===== config.mk =====
export PLATFORM = sky130hd
export DESIGN_NAME = joystick_to_differential_drive_unit
export DESIGN_NICKNAME = d
export VERILOG_FILES = /design/src/rtl/core/jdd_pkg.sv /design/src/rtl/core/jdd_div_unit.sv /design/src/rtl/core/jdd_mixer.sv /design/src/rtl/core/joystick_to_differential_drive_unit.sv
export SDC_FILE = /design/constraint.sdc
export NUM_CORES = 1
export LEC_CHECK = 0
export BUFFER_PORTS_ARGS = -buffer_cell sky130_fd_sc_hd__buf_2
export CORE_MARGIN = 2
export CORE_UTILIZATION = 55
export CTS_CLUSTER_DIAMETER = 120
export DETAILED_ROUTE_END_ITERATION = 8
export PLACE_DENSITY = 0.73
export SYNTH_ARGS = -nofsm -noshare
export SYNTH_HDL_FRONTEND = slang
export SYNTH_SLANG_ARGS = --single-unit

===== constraint.sdc =====
create_clock -name clk -period 20.5 [get_ports clk]
set_input_delay 3.075 -clock clk [delete_from_list [all_inputs] [get_ports clk]]
set_output_delay 3.075 -clock clk [all_outputs]
set_load 0.05 [all_outputs]

===== src/rtl/core/jdd_pkg.sv =====
// ----------------------------------------------------------------------------
// jdd_pkg
// shared constants and types of the joystick differential drive mixer
// ----------------------------------------------------------------------------
package jdd_pkg;

  localparam int SAMPLE_BITS_DEF = 10;

  // normalized magnitude, quotient of the shared divider
  localparam int QUOT_W = 8;
  localparam int DZ_W = 8;
  localparam int TURN_W = 12;
  localparam int PROD_W = QUOT_W + TURN_W;
  localparam int OFF_W = PROD_W - 8;
  // signed mix: fb magnitude plus or minus a 12 bit offset
  localparam int MIX_W = OFF_W + 2;

  localparam logic [QUOT_W-1:0] FULL_SCALE = 8'd255;
  localparam logic [DZ_W-1:0] DEAD_ZONE_RST = 8'd10;
  localparam logic [TURN_W-1:0] TURN_RST = 12'd128;

  localparam int CFG_IDX_W = 3;
  localparam int CFG_DATA_W = 16;
  localparam logic [CFG_IDX_W-1:0] REG_FB_CENTER = 3'd0;
  localparam logic [CFG_IDX_W-1:0] REG_FB_LOW = 3'd1;
  localparam logic [CFG_IDX_W-1:0] REG_FB_HIGH = 3'd2;
  localparam logic [CFG_IDX_W-1:0] REG_LR_CENTER = 3'd3;
  localparam logic [CFG_IDX_W-1:0] REG_LR_LOW = 3'd4;
  localparam logic [CFG_IDX_W-1:0] REG_LR_HIGH = 3'd5;
  localparam logic [CFG_IDX_W-1:0] REG_DEAD_ZONE = 3'd6;
  localparam logic [CFG_IDX_W-1:0] REG_TURN = 3'd7;

  localparam int OUT_TDATA_W = 24;

  typedef struct packed {
    logic busy;
    logic last;
  } div_stat_t;

  typedef struct packed {
    logic [QUOT_W-1:0] m1_speed;
    logic m1_reverse;
    logic [QUOT_W-1:0] m2_speed;
    logic m2_reverse;
  } motor_res_t;

endpackage


===== src/rtl/core/jdd_div_unit.sv =====
// ----------------------------------------------------------------------------
// jdd_div_unit
// restoring divider, one quotient bit per cycle, shared by both axes
// ----------------------------------------------------------------------------
module jdd_div_unit #(
  parameter int SAMPLE_BITS = jdd_pkg::SAMPLE_BITS_DEF
) (
  input  logic                                   clk,
  input  logic                                   rst_n,
  input  logic                                   start,
  input  logic [SAMPLE_BITS+jdd_pkg::QUOT_W-1:0] dividend,
  input  logic [SAMPLE_BITS-1:0]                 divisor,
  output logic [jdd_pkg::QUOT_W-1:0]             quot,
  output jdd_pkg::div_stat_t                     stat
);

  localparam int QW = jdd_pkg::QUOT_W;
  localparam int CNT_W = $clog2(QW);
  localparam logic [CNT_W-1:0] CNT_LAST = CNT_W'(QW - 1);

  logic [SAMPLE_BITS-1:0] rem_r;
  logic [SAMPLE_BITS-1:0] dvs_r;
  logic [QW-1:0]          low_r;
  logic [QW-1:0]          quot_r;
  logic [CNT_W-1:0]       cnt_r;
  logic                   busy_r;

  logic [SAMPLE_BITS:0] trial;
  logic [SAMPLE_BITS:0] trial_sub;
  logic                 fits;

  // dividend is known to be below divisor * 2^8, so the upper part starts as remainder
  assign trial     = {rem_r, low_r[QW-1]};
  assign trial_sub = trial - {1'b0, dvs_r};
  assign fits      = trial >= {1'b0, dvs_r};

  always_ff @(posedge clk) begin
    if (!rst_n) begin
      busy_r <= 1'b0;
      cnt_r  <= '0;
    end else if (start) begin
      busy_r <= 1'b1;
      cnt_r  <= '0;
    end else if (busy_r) begin
      cnt_r <= cnt_r + 1'b1;
      if (cnt_r == CNT_LAST) begin
        busy_r <= 1'b0;
      end
    end
  end

  always_ff @(posedge clk) begin
    if (start) begin
      rem_r  <= dividend[SAMPLE_BITS+QW-1:QW];
      low_r  <= dividend[QW-1:0];
      dvs_r  <= divisor;
      quot_r <= '0;
    end else if (busy_r) begin
      rem_r  <= fits ? trial_sub[SAMPLE_BITS-1:0] : trial[SAMPLE_BITS-1:0];
      low_r  <= {low_r[QW-2:0], 1'b0};
      quot_r <= {quot_r[QW-2:0], fits};
    end
  end

  assign quot      = quot_r;
  assign stat.busy = busy_r;
  assign stat.last = busy_r && (cnt_r == CNT_LAST);

endmodule


===== src/rtl/core/jdd_mixer.sv =====
// ----------------------------------------------------------------------------
// jdd_mixer
// steering offset multiply and clamp of both motor values
// ----------------------------------------------------------------------------
module jdd_mixer (
  input  logic                          clk,
  input  logic                          load,
  input  logic [jdd_pkg::QUOT_W-1:0]    lr_mag,
  input  logic [jdd_pkg::TURN_W-1:0]    turn,
  input  logic [jdd_pkg::QUOT_W-1:0]    fb_mag,
  input  logic                          left,
  input  logic                          backward,
  output jdd_pkg::motor_res_t           res
);

  localparam int QW = jdd_pkg::QUOT_W;
  localparam int MW = jdd_pkg::MIX_W;
  localparam int OW = jdd_pkg::OFF_W;
  localparam int PW = jdd_pkg::PROD_W;

  logic [PW-1:0] prod_r;
  logic [QW-1:0] fbm_r;
  logic          left_r;
  logic          back_r;
  logic          lr_zero_r;

  logic signed [MW-1:0] fb_s;
  logic signed [MW-1:0] off_s;
  logic signed [MW-1:0] mix_a;
  logic signed [MW-1:0] mix_b;
  logic [QW-1:0]        spd_a;
  logic [QW-1:0]        spd_b;
  logic                 flip_a;
  logic                 flip_b;

  // clamp high, negate and saturate low
  function automatic logic [QW:0] finish(input logic signed [MW-1:0] v);
    logic signed [MW-1:0] neg_v;
    logic [QW:0]          r;
    neg_v = -v;
    if (v > $signed({{(MW-QW){1'b0}}, jdd_pkg::FULL_SCALE})) begin
      r = {1'b0, jdd_pkg::FULL_SCALE};
    end else if (v < 0) begin
      if (neg_v > $signed({{(MW-QW){1'b0}}, jdd_pkg::FULL_SCALE})) begin
        r = {1'b1, jdd_pkg::FULL_SCALE};
      end else begin
        r = {1'b1, neg_v[QW-1:0]};
      end
    end else begin
      r = {1'b0, v[QW-1:0]};
    end
    return r;
  endfunction

  always_ff @(posedge clk) begin
    if (load) begin
      prod_r    <= PW'(lr_mag) * PW'(turn);
      fbm_r     <= fb_mag;
      left_r    <= left;
      back_r    <= backward;
      lr_zero_r <= (lr_mag == '0);
    end
  end

  assign fb_s  = $signed({{(MW-QW){1'b0}}, fbm_r});
  assign off_s = $signed({2'b00, prod_r[PW-1:PW-OW]});
  assign mix_a = left_r ? (fb_s - off_s) : (fb_s + off_s);
  assign mix_b = left_r ? (fb_s + off_s) : (fb_s - off_s);

  assign {flip_a, spd_a} = finish(mix_a);
  assign {flip_b, spd_b} = finish(mix_b);

  always_comb begin
    if (lr_zero_r) begin
      res.m1_speed   = fbm_r;
      res.m1_reverse = back_r;
      res.m2_speed   = fbm_r;
      res.m2_reverse = back_r;
    end else begin
      res.m1_speed   = spd_a;
      res.m1_reverse = back_r ^ flip_a;
      res.m2_speed   = spd_b;
      res.m2_reverse = back_r ^ flip_b;
    end
  end

endmodule


===== src/rtl/core/joystick_to_differential_drive_unit.sv =====
// ----------------------------------------------------------------------------
// joystick_to_differential_drive_unit
// joystick axes to two motor speeds and directions
// ----------------------------------------------------------------------------
// Each input word carries one raw front-back and one left-right sample. A word
// goes from acceptance to the result register through a setup and a divide
// step per axis, on the single shared bit-serial divider that scales both
// axes in turn, then the steering multiply, then the clamp and load of the
// result. in_tready is high only while the sequencer is idle; a finished
// result waits in its own register, so the next word may be accepted before
// the last result is taken. Each axis magnitude is (distance from center) *
// 255 / (tracked bound - center), with a zero span giving 0; the tracked
// minimum and maximum widen when a sample passes them and raise the matching
// range flag in that result. Configuration is accepted in every cycle but
// must only be written while the block is idle; writing a low or high limit
// also reloads the tracked bound.
// ----------------------------------------------------------------------------
module joystick_to_differential_drive_unit #(
  parameter int SAMPLE_BITS = jdd_pkg::SAMPLE_BITS_DEF
) (
  input  logic                                   clk,
  input  logic                                   rst_n,
  // fields from bit 0: fb_sample, lr_sample, zero fill
  input  logic [((2*SAMPLE_BITS+7)/8)*8-1:0]     in_tdata,
  input  logic                                   in_tvalid,
  output logic                                   in_tready,
  // fields from bit 0: motor1_speed, motor1_reverse, motor2_speed,
  // motor2_reverse, fb_over_range, fb_under_range, lr_over_range,
  // lr_under_range, zero fill
  output logic [jdd_pkg::OUT_TDATA_W-1:0]        out_tdata,
  output logic                                   out_tvalid,
  input  logic                                   out_tready,
  input  logic                                   cfg_valid,
  output logic                                   cfg_ready,
  input  logic [jdd_pkg::CFG_IDX_W-1:0]          cfg_index,
  input  logic [jdd_pkg::CFG_DATA_W-1:0]         cfg_data
);

  localparam int SB = SAMPLE_BITS;
  localparam int QW = jdd_pkg::QUOT_W;
  localparam logic [SB-1:0] CENTER_RST = {1'b1, {(SB-1){1'b0}}};

  // sequencer codes
  localparam logic [2:0] ST_IDLE     = 3'd0;
  localparam logic [2:0] ST_SETUP_FB = 3'd1;
  localparam logic [2:0] ST_DIV_FB   = 3'd2;
  localparam logic [2:0] ST_SETUP_LR = 3'd3;
  localparam logic [2:0] ST_DIV_LR   = 3'd4;
  localparam logic [2:0] ST_MIX      = 3'd5;
  localparam logic [2:0] ST_DONE     = 3'd6;

  logic [2:0] state_r;
  logic [2:0] state_nxt;

  // configuration registers, the limits live on in the tracked bounds
  logic [SB-1:0]               fb_ctr_r;
  logic [SB-1:0]               lr_ctr_r;
  logic [jdd_pkg::DZ_W-1:0]    dead_zone_r;
  logic [jdd_pkg::TURN_W-1:0]  turn_r;

  // tracked bounds
  logic [SB-1:0] fb_min_r, fb_max_r, lr_min_r, lr_max_r;

  // captured word and per-word status
  logic [SB-1:0] fb_s_r, lr_s_r;
  logic          fo_r, fu_r, lo_r, lu_r;
  logic          neg_r;
  logic          zspan_r;
  logic [QW-1:0] fbm_r;
  logic          back_r;

  // result register
  logic [jdd_pkg::OUT_TDATA_W-1:0] out_data_r;
  logic                            out_valid_r;

  logic in_acc;
  logic cfg_acc;
  logic out_load;

  // axis setup, shared by both axes
  logic               ax_lr;
  logic               ax_setup;
  logic [SB-1:0]      ax_s, ax_ctr, ax_mn, ax_mx;
  logic               ax_ge, ax_over, ax_under;
  logic [SB-1:0]      ax_bound, ax_span, ax_diff;
  logic [SB+QW-1:0]   ax_dividend;

  // magnitude from the divider
  logic [QW-1:0] div_quot;
  jdd_pkg::div_stat_t div_stat;
  logic [QW-1:0] q_mag;
  logic          in_dz;
  logic [QW-1:0] mag;
  logic          mag_neg;

  jdd_pkg::motor_res_t mix_res;

  assign cfg_ready = 1'b1;
  assign cfg_acc   = cfg_valid && cfg_ready;
  assign in_tready = (state_r == ST_IDLE);
  assign in_acc    = in_tvalid && in_tready;
  assign out_load  = (state_r == ST_DONE) && (!out_valid_r || out_tready);

  // ---- sequencer
  always_comb begin
    state_nxt = state_r;
    case (state_r)
      ST_IDLE:     if (in_acc) state_nxt = ST_SETUP_FB;
      ST_SETUP_FB: state_nxt = ST_DIV_FB;
      ST_DIV_FB:   if (div_stat.last) state_nxt = ST_SETUP_LR;
      ST_SETUP_LR: state_nxt = ST_DIV_LR;
      ST_DIV_LR:   if (div_stat.last) state_nxt = ST_MIX;
      ST_MIX:      state_nxt = ST_DONE;
      ST_DONE:     if (out_load) state_nxt = ST_IDLE;
      default:     state_nxt = ST_IDLE;
    endcase
  end

  always_ff @(posedge clk) begin
    if (!rst_n) begin
      state_r <= ST_IDLE;
    end else begin
      state_r <= state_nxt;
    end
  end

  // ---- axis setup: range check, bound widening, span and scaled distance
  assign ax_lr    = (state_r == ST_SETUP_LR);
  assign ax_setup = (state_r == ST_SETUP_FB) || (state_r == ST_SETUP_LR);
  assign ax_s     = ax_lr ? lr_s_r : fb_s_r;
  assign ax_ctr   = ax_lr ? lr_ctr_r : fb_ctr_r;
  assign ax_mn    = ax_lr ? lr_min_r : fb_min_r;
  assign ax_mx    = ax_lr ? lr_max_r : fb_max_r;

  always_comb begin
    ax_ge    = (ax_s >= ax_ctr);
    ax_over  = ax_ge && (ax_s > ax_mx);
    ax_under = !ax_ge && (ax_s < ax_mn);
    if (ax_ge) begin
      // only the maximum is checked at or above center
      ax_bound = ax_over ? ax_s : ax_mx;
      ax_span  = ax_bound - ax_ctr;
      ax_diff  = ax_s - ax_ctr;
    end else begin
      ax_bound = ax_under ? ax_s : ax_mn;
      ax_span  = ax_ctr - ax_bound;
      ax_diff  = ax_ctr - ax_s;
    end
    // distance times 255
    ax_dividend = {ax_diff, {QW{1'b0}}} - {{QW{1'b0}}, ax_diff};
  end

  jdd_div_unit #(
    .SAMPLE_BITS (SAMPLE_BITS)
  ) u_div (
    .clk      (clk),
    .rst_n    (rst_n),
    .start    (ax_setup),
    .dividend (ax_dividend),
    .divisor  (ax_span),
    .quot     (div_quot),
    .stat     (div_stat)
  );

  // zero span gives 0, then the dead zone clears magnitude and sign
  always_comb begin
    q_mag   = zspan_r ? '0 : div_quot;
    in_dz   = (q_mag < dead_zone_r);
    mag     = in_dz ? '0 : q_mag;
    mag_neg = neg_r && !in_dz;
  end

  // ---- configuration, tracked bounds and per-word status
  always_ff @(posedge clk) begin
    if (!rst_n) begin
      fb_ctr_r    <= CENTER_RST;
      lr_ctr_r    <= CENTER_RST;
      dead_zone_r <= jdd_pkg::DEAD_ZONE_RST;
      turn_r      <= jdd_pkg::TURN_RST;
      fb_min_r    <= '0;
      fb_max_r    <= '1;
      lr_min_r    <= '0;
      lr_max_r    <= '1;
    end else if (cfg_acc) begin
      case (cfg_index)
        jdd_pkg::REG_FB_CENTER: fb_ctr_r <= cfg_data[SB-1:0];
        jdd_pkg::REG_FB_LOW:    fb_min_r <= cfg_data[SB-1:0];
        jdd_pkg::REG_FB_HIGH:   fb_max_r <= cfg_data[SB-1:0];
        jdd_pkg::REG_LR_CENTER: lr_ctr_r <= cfg_data[SB-1:0];
        jdd_pkg::REG_LR_LOW:    lr_min_r <= cfg_data[SB-1:0];
        jdd_pkg::REG_LR_HIGH:   lr_max_r <= cfg_data[SB-1:0];
        jdd_pkg::REG_DEAD_ZONE: dead_zone_r <= cfg_data[jdd_pkg::DZ_W-1:0];
        jdd_pkg::REG_TURN:      turn_r <= cfg_data[jdd_pkg::TURN_W-1:0];
        default: ;
      endcase
    end else if (ax_setup) begin
      // widen the bound on the sample's side of the center
      if (ax_lr) begin
        if (ax_over)  lr_max_r <= ax_s;
        if (ax_under) lr_min_r <= ax_s;
      end else begin
        if (ax_over)  fb_max_r <= ax_s;
        if (ax_under) fb_min_r <= ax_s;
      end
    end
  end

  // payload: captured samples, flags and intermediate magnitudes
  always_ff @(posedge clk) begin
    if (in_acc) begin
      fb_s_r <= in_tdata[SB-1:0];
      lr_s_r <= in_tdata[2*SB-1:SB];
    end
    if (ax_setup) begin
      neg_r   <= !ax_ge;
      zspan_r <= (ax_span == '0);
      if (ax_lr) begin
        lo_r   <= ax_over;
        lu_r   <= ax_under;
        // fb quotient is still in the divider here
        fbm_r  <= mag;
        back_r <= mag_neg;
      end else begin
        fo_r <= ax_over;
        fu_r <= ax_under;
      end
    end
  end

  // lr magnitude goes straight into the multiply in the mix cycle
  jdd_mixer u_mix (
    .clk      (clk),
    .load     (state_r == ST_MIX),
    .lr_mag   (mag),
    .turn     (turn_r),
    .fb_mag   (fbm_r),
    .left     (mag_neg),
    .backward (back_r),
    .res      (mix_res)
  );

  // ---- result register
  always_ff @(posedge clk) begin
    if (!rst_n) begin
      out_valid_r <= 1'b0;
    end else if (out_load) begin
      out_valid_r <= 1'b1;
    end else if (out_tready) begin
      out_valid_r <= 1'b0;
    end
  end

  always_ff @(posedge clk) begin
    if (out_load) begin
      out_data_r <= {2'b00, lu_r, lo_r, fu_r, fo_r,
                     mix_res.m2_reverse, mix_res.m2_speed,
                     mix_res.m1_reverse, mix_res.m1_speed};
    end
  end

  assign out_tdata  = out_data_r;
  assign out_tvalid = out_valid_r;

endmodule


==> results of run 1 <==
==> registers in the layout, summed over array words and instances (netlist names), 8 cells and up <==
signal,flops
u_div.rem_r,10
dead_zone_r,8
turn_r,12
fb_s_r,10
u_div.quot,8
out_tdata,22
u_div.dvs_r,10
lr_max_r,10
fb_max_r,10
fb_min_r,10
lr_min_r,10
u_mix.prod_r,12
fbm_r,8
fb_ctr_r,10
u_mix.fbm_r,8
lr_ctr_r,10
lr_s_r,10
u_div.low_r,8
==> final cells by class <==
| cell class | instances | share of cell area |
|---|---|---|
| inverter | 153 | 0.0331 |
| multi-input combinational | 1287 | 0.576 |
| timing repair buffer | 73 | 0.0225 |
| tap | 384 | 0.0277 |
| clock buffer | 27 | 0.0346 |
| sequential | 204 | 0.297 |
| clock inverter | 14 | 0.00929 |
==> metal layers <==
layer / part of all wire / GRT usage / up-vias
met5: 0 / 0 / -
met3: 0.058 / 0.0315 / 57
met4: 0.021 / 0.0580 / 0
met2: 0.46 / 0.397 / 349
met1: 0.46 / 0.345 / 6019
li1: - / - / 6057
==> final timing paths <==
path | cells past startpoint | slack [ns] | endpoint
max | 28 | 13.12 | u_mix.prod_r[18]$_DFFE_PP_
max reg2reg | 28 | 13.12 | u_mix.prod_r[18]$_DFFE_PP_
min reg2reg | 0 | 0.42 | u_mix.fbm_r[2]$_DFFE_PP_
min | 0 | 0.42 | u_mix.fbm_r[2]$_DFFE_PP_
==> cell usage after synthesis, types with 25 or more instances <==
library cell	instances	area (sq um)
dfxtp_1	96	1920
a21oi_1	71	355
fa_1	66	1320
a21boi_0	39	293
ha_1	135	1690
clkbuf_1	56	210
nand2_1	178	668
xor2_1	25	219
edfxtp_1	108	3240
nor2b_1	46	288
nor2_1	100	375
inv_1	151	567
xnor2_1	46	403
and3_1	86	538
o21ai_0	61	305
nand3_1	34	170
mux2i_1	112	1120
==> power by group <==
part           switching (mW)  internal, mW
registers              0.0181         0.458
logic                   0.158         0.106
clock network           0.164         0.248
total                   0.341         0.811
==> logic make-up after synthesis <==
kind of cell / after synthesis / synth area share
other: 2 / 0.000466
AO/OA/AOI/OAI: 308 / 0.129
flip-flops: 204 / 0.321
multiplexers: 128 / 0.0808
buffers and inverters: 239 / 0.0597
XOR/XNOR: 75 / 0.0427
adder cells (fa/ha/maj): 201 / 0.187
AND/OR/NAND/NOR: 572 / 0.180
==> summary.md, run 1 <==
| Metric | Value |
|---|---|
| Status | completed |
| Clk sink count | a little over 200 |
| Leakage | 8.09 nW |
| Fmax | about 140 MHz |
| Crit path from | zspan_r$_DFFE_PN_ |
| Global Route Usage Sum | 0.243 |
| Vias | roughly 12,000 |
| RSZ-0062 raised after global routing | no |
| CTS resizes | 0 |
| Port Buffers | 63 |
| Multi-input logic area | 10000 sq um |
| Fin cells | around 2,100 |
| Root Buffer | clkbuf_16 |
| Reg-to-reg startpoint | zspan_r$_DFFE_PN_ |
| Commonest non-fill, non-tap cell in the layout | nand2_1 |
| EDFF count, synth | 108 |
| Hold WC Path Type | flip-flop to flip-flop |
| Antenna cells | 0 |
| Yosys reg bits | 204 |
| Grt ovf | 0 |
| Clk slew on worst S/H paths | 0.06 ns |
| Fin. Hold Viols | 0 |
| Post-DP HPWL | ~28 mm |
| CP endpoint kind | flip-flop |
| Total CTS buffers | 23 |
| Core area | 28,800 sq um |
| Fin crit period | 7.38 ns |
| DP Cell Count | between 2,000 and 2,500 |
| Post-Layout Inst Area | 17,400 sq um |
| Min setup slack post-route | between 10 and 15 ns |
| DR DRC count | 0 |
| Post-route ant nets | 0 |
| Dpl ws | between 10 and 15 ns |
| H-tree depth | 1 |
| Max cap viols | 0 |
| Die ar. | 30,700 sq um |
| Crit Path Class | flip-flop to flip-flop |
| Power Total | approximately 1.2 mW |
| Pwr Density | 66.4 nW/um^2 |
| Critical path's most frequent cell | fa_1 |
| Asr flop ratio synth | 0 |
| Seq/Total Area, Yosys | 0.321 |
| Most frequent cells in the layout | nand2_1 (178), inv_1 (151), ha_1 (135), mux2i_1 (112), edfxtp_1 (108) |
| Final wirelength | 37.1 mm |
| Mapped Avg Cell Area | a little over 9 sq um |
| Register area | 5160 sq um |
| Crit-path slowest cell | edfxtp_1 |
| Longest Clk Path Bufs | 3 |
| First-pass GRT wire length | approximately 60 mm |
| CP startpoint kind | flip-flop |
| Synth Warn # | 0 |
| Crit path largest cell delay | 0.62 ns |
| Row cnt | 62 |
| Latest clock arrival within the worst-skew pair | 0.51 ns |
| Fill cells | between 2,000 and 2,500 |
| Initial core utilization | 0.560 |
| Mapped cell area | 16,100 sq um |
| Final worst-path cycle share | 0.360 |
| Hold slack | 0.417 ns |
| Starting DRC count in detailed routing | 1,006 |
| Chip Width | 175 microns |
| Peak supply drop | 0.0000662 V |
| Antenna violations before repair | 0 |
| Num ports | 75 |
| Yosys cell types | 85 |
| Synth Instances | 1,729 |
| Largest net degree at the start of global routing | 87 |
| Crit-path max FO | 83 |
| Data required, critical path | roughly 21 ns |
| Share of cells above drive strength 1 | 0.0893 |
| Critical path arrival | 7.64 ns |
| Area Growth Syn to Fin | 7.85% |
| Fin. max-slew vios | 0 |
| Wire length per cell | about 17 microns |
| CP delay by family, top | adder cells |
| Synth Flop Type | edfxtp_1 |
| Nets | around 2,000 |
| Routed vias/inst | 5.83 |
| Final Skew | 0.00814 ns |
| Drt pass-1 iters | 5 |
| CTS tree | yes |
| Crit path buffers/inverters | 4 |
| Setup TNS Final | 0 ns |
| Cell Area, Placed | about 17,000 sq um |
| Post-cts hold buffer count | 0 |
| DIE HEIGHT | 175 microns |
| Finish-stage setup viols | 0 |
| Final core utilization | 0.603 |
| Worst Hold Launch | fbm_r[2]$_DFFE_PP_ |
| Routability cong. | 0.908 |
| Least-Margin Pin Slew | between 1 and 1.5 ns |
| Vias in the first global route | 12,100 |
| Setup bufs post-CTS | 0 |
| Worst slew margin | 0.222 |
(Power assumes the default switching activity.)
==> inputs of run 2 (changes only) <==
PLACE_DENSITY = 0.75   (was 0.73)
clock period = 6 ns   (was 20.5 ns; I/O delays follow)
==> run 2 against run 1 <==
Against the previous run:
- first-iteration DRC count is 0.30% higher
- global-route usage increased by 0.12 points
- combinational power rose to 3.8 times the previous value
- utilization up 3.6 points
- critical endpoint unchanged
==> summary.md, run 2 (synthesized netlist as in run 1, its figures left out) <==
| Metric | Value |
|---|---|
| Power Total | between 3 and 4 mW |
| Least-Margin Pin Slew | 1.08 ns |
| Fmax | approximately 170 MHz |
| Hold WC Path Type | flip-flop to flip-flop |
| Final Skew | 0.0173 ns |
| Final worst-path cycle share | 0.979 |
| Peak supply drop | 0.000206 V |
| Clock power frac | 0.337 |
| Post-cts hold buffer count | 0 |
| First-pass GRT wire length | 61.0 mm |
| Global Route Usage Sum | 0.245 |
| Final wirelength | 39.0 mm |
| Finish-stage setup viols | 0 |
| Leakage | 8.50 nW |
| Final core utilization | 0.639 |
| Nets | 2,077 |
| Row cnt | 62 |
| Share of cells above drive strength 1 | 0.166 |
| Worst slew margin | 0.280 |
| Num ports | 75 |
| Pwr Density | 213 nW/um^2 |
| Core area | 28,800 sq um |
| Total CTS buffers | 22 |
| Post-DP HPWL | approximately 29 mm |
| Die ar. | 30,700 sq um |
| Most frequent cells in the layout | nand2_1 (175), inv_1 (145), ha_1 (127), mux2i_1 (111), edfxtp_1 (108) |
| Fin crit period | 5.88 ns |
| Sw Pwr | 1.18 mW |
| Clk slew on worst S/H paths | 0.06 ns |
| Antenna violations before repair | 0 |
| Wire length per cell | 17.5 microns |
| CP startpoint kind | flip-flop |
| Crit Path Class | flip-flop to flip-flop |
| H-tree depth | 1 |
| Drt pass-1 iters | 7 |
| Crit path from | zspan_r$_DFFE_PN_ |
| Routed vias/inst | 5.78 |
| Routability cong. | 0.974 |
| Data required, critical path | 6.25 ns |
| Crit path largest cell delay | 0.57 ns |
| Crit-path max FO | 8 |
| Logic gate share of total power | 0.254 |
| DIE HEIGHT | ~180 microns |
| Port Buffers | 63 |
| Crit-path slowest cell | fa_1 |
| Antenna cells | 0 |
| Status | completed |
| Largest net degree at the start of global routing | 87 |
| Latest clock arrival within the worst-skew pair | 0.51 ns |
| Fin. max-slew vios | 0 |
| Dpl ws | -0.117 ns |
| Pint | 2.73 mW |
| Min setup slack post-route | roughly 0.12 ns |
| Switching Share | 0.302 |
| Worst Hold Launch | fbm_r[1]$_DFFE_PP_ |
| Commonest non-fill, non-tap cell in the layout | nand2_1 |
| Sequential power share | 0.410 |
| Initial core utilization | 0.560 |
| Critical path arrival | 6.13 ns |
| Hold slack | a little over 0.4 ns |
| Max cap viols | 0 |
| Reg-to-reg startpoint | zspan_r$_DFFE_PN_ |
| CP endpoint kind | flip-flop |
| Longest Clk Path Bufs | 3 |
| Post-route ant nets | 0 |
| Fin. Hold Viols | 0 |
| Vias in the first global route | 12,000 |
| Area Growth Syn to Fin | 14.2% |
| Chip Width | 175 microns |
| Max reg flops | 22 |
| Root Buffer | clkbuf_16 |
| DR DRC count | 0 |
| Grt ovf | 0 |
| Clk sink count | about 200 |
| Vias | 12,900 |
| Starting DRC count in detailed routing | 1,009 |
| CTS tree | yes |
run 2: cell count changes in the layout (fill, tap and decap cells not counted), moves of 7 or more:
| cell | delta |
|---|---|
| buf_4 | +74 |
| and3_1 | -17 |
| and3_4 | +17 |
| a21oi_1 | -9 |
| a21oi_2 | +9 |
| ha_1 | -8 |
| ha_4 | +8 |
| buf_6 | +7 |
run 2: power groups by stage:
stage          Combinational (mW)  Clock (mW)  Sequential (mW)
5_1_grt                      1.09        1.38             1.61
3_3_place_gp                0.929           0             1.63
3_5_place_dp                0.947           0             1.63
2_1_floorplan               0.716           0             1.62
6_report                    0.994        1.32             1.61
4_1_cts                     0.959        1.34             1.60
run 2: per-layer routing:
| metal | vias to the layer above | wire (microns) | GRT usage |
|---|---|---|---|
| met5 | - | 0 | 0 |
| met3 | 64 | 2240 | 0.0315 |
| li1 | 6221 | - | - |
| met2 | 397 | 17800 | 0.394 |
| met1 | 6190 | 18100 | 0.350 |
| met4 | 0 | 818 | 0.0615 |
run 2: timing repair:
action	in CTS	in global routing
pin swaps	18	57
buffers inserted	9	12
hold endpoints to repair	0	0
gates resized for setup	19	66
endpoints found under the setup margin	7	14
gates cloned	0	5
run 2: stage by stage:
stage                     cell area [sq um]  setup TNS (ns)  instances
after floorplan                       16200               0       1730
after global placement                17100         -0.0194       2165
after detailed placement              17100          -0.319       2165
after CTS                             18000       -0.000827       2213
after global routing                  18400          -0.160       2228
final                                 18400               0       2228
run 2: final cells by class:
| class | count | area (sq um) |
|---|---|---|
| Fill cell | 2290 | 10400 |
| Multi-Input combinational cell | 1287 | 10300 |
| Sequential cell | 204 | 5170 |
| Timing Repair Buffer | 160 | 1150 |
| Clock buffer | 27 | 601 |
| Inverter | 153 | 574 |
| Tap cell | 384 | 480 |
| Clock inverter | 13 | 100 |
run 2: worst paths after layout:
| kind | end | cells past startpoint | slack, ns |
|---|---|---|---|
| max | u_mix.prod_r[18]$_DFFE_PP_ | 27 | 0.12 |
| min | u_mix.fbm_r[1]$_DFFE_PP_ | 0 | 0.42 |
| max reg2reg | u_mix.prod_r[18]$_DFFE_PP_ | 27 | 0.12 |
| min reg2reg | u_mix.fbm_r[1]$_DFFE_PP_ | 0 | 0.42 |
run 2: critical path: cells and delay by family, from the launching register on:
kind            cells  cell delay, ns
fa+ha+maj           6            2.50
compound gates     11            1.48
simple gates        5            0.61
flops               1            0.48
buf+inv             4            0.40
xor+xnor            1            0.14
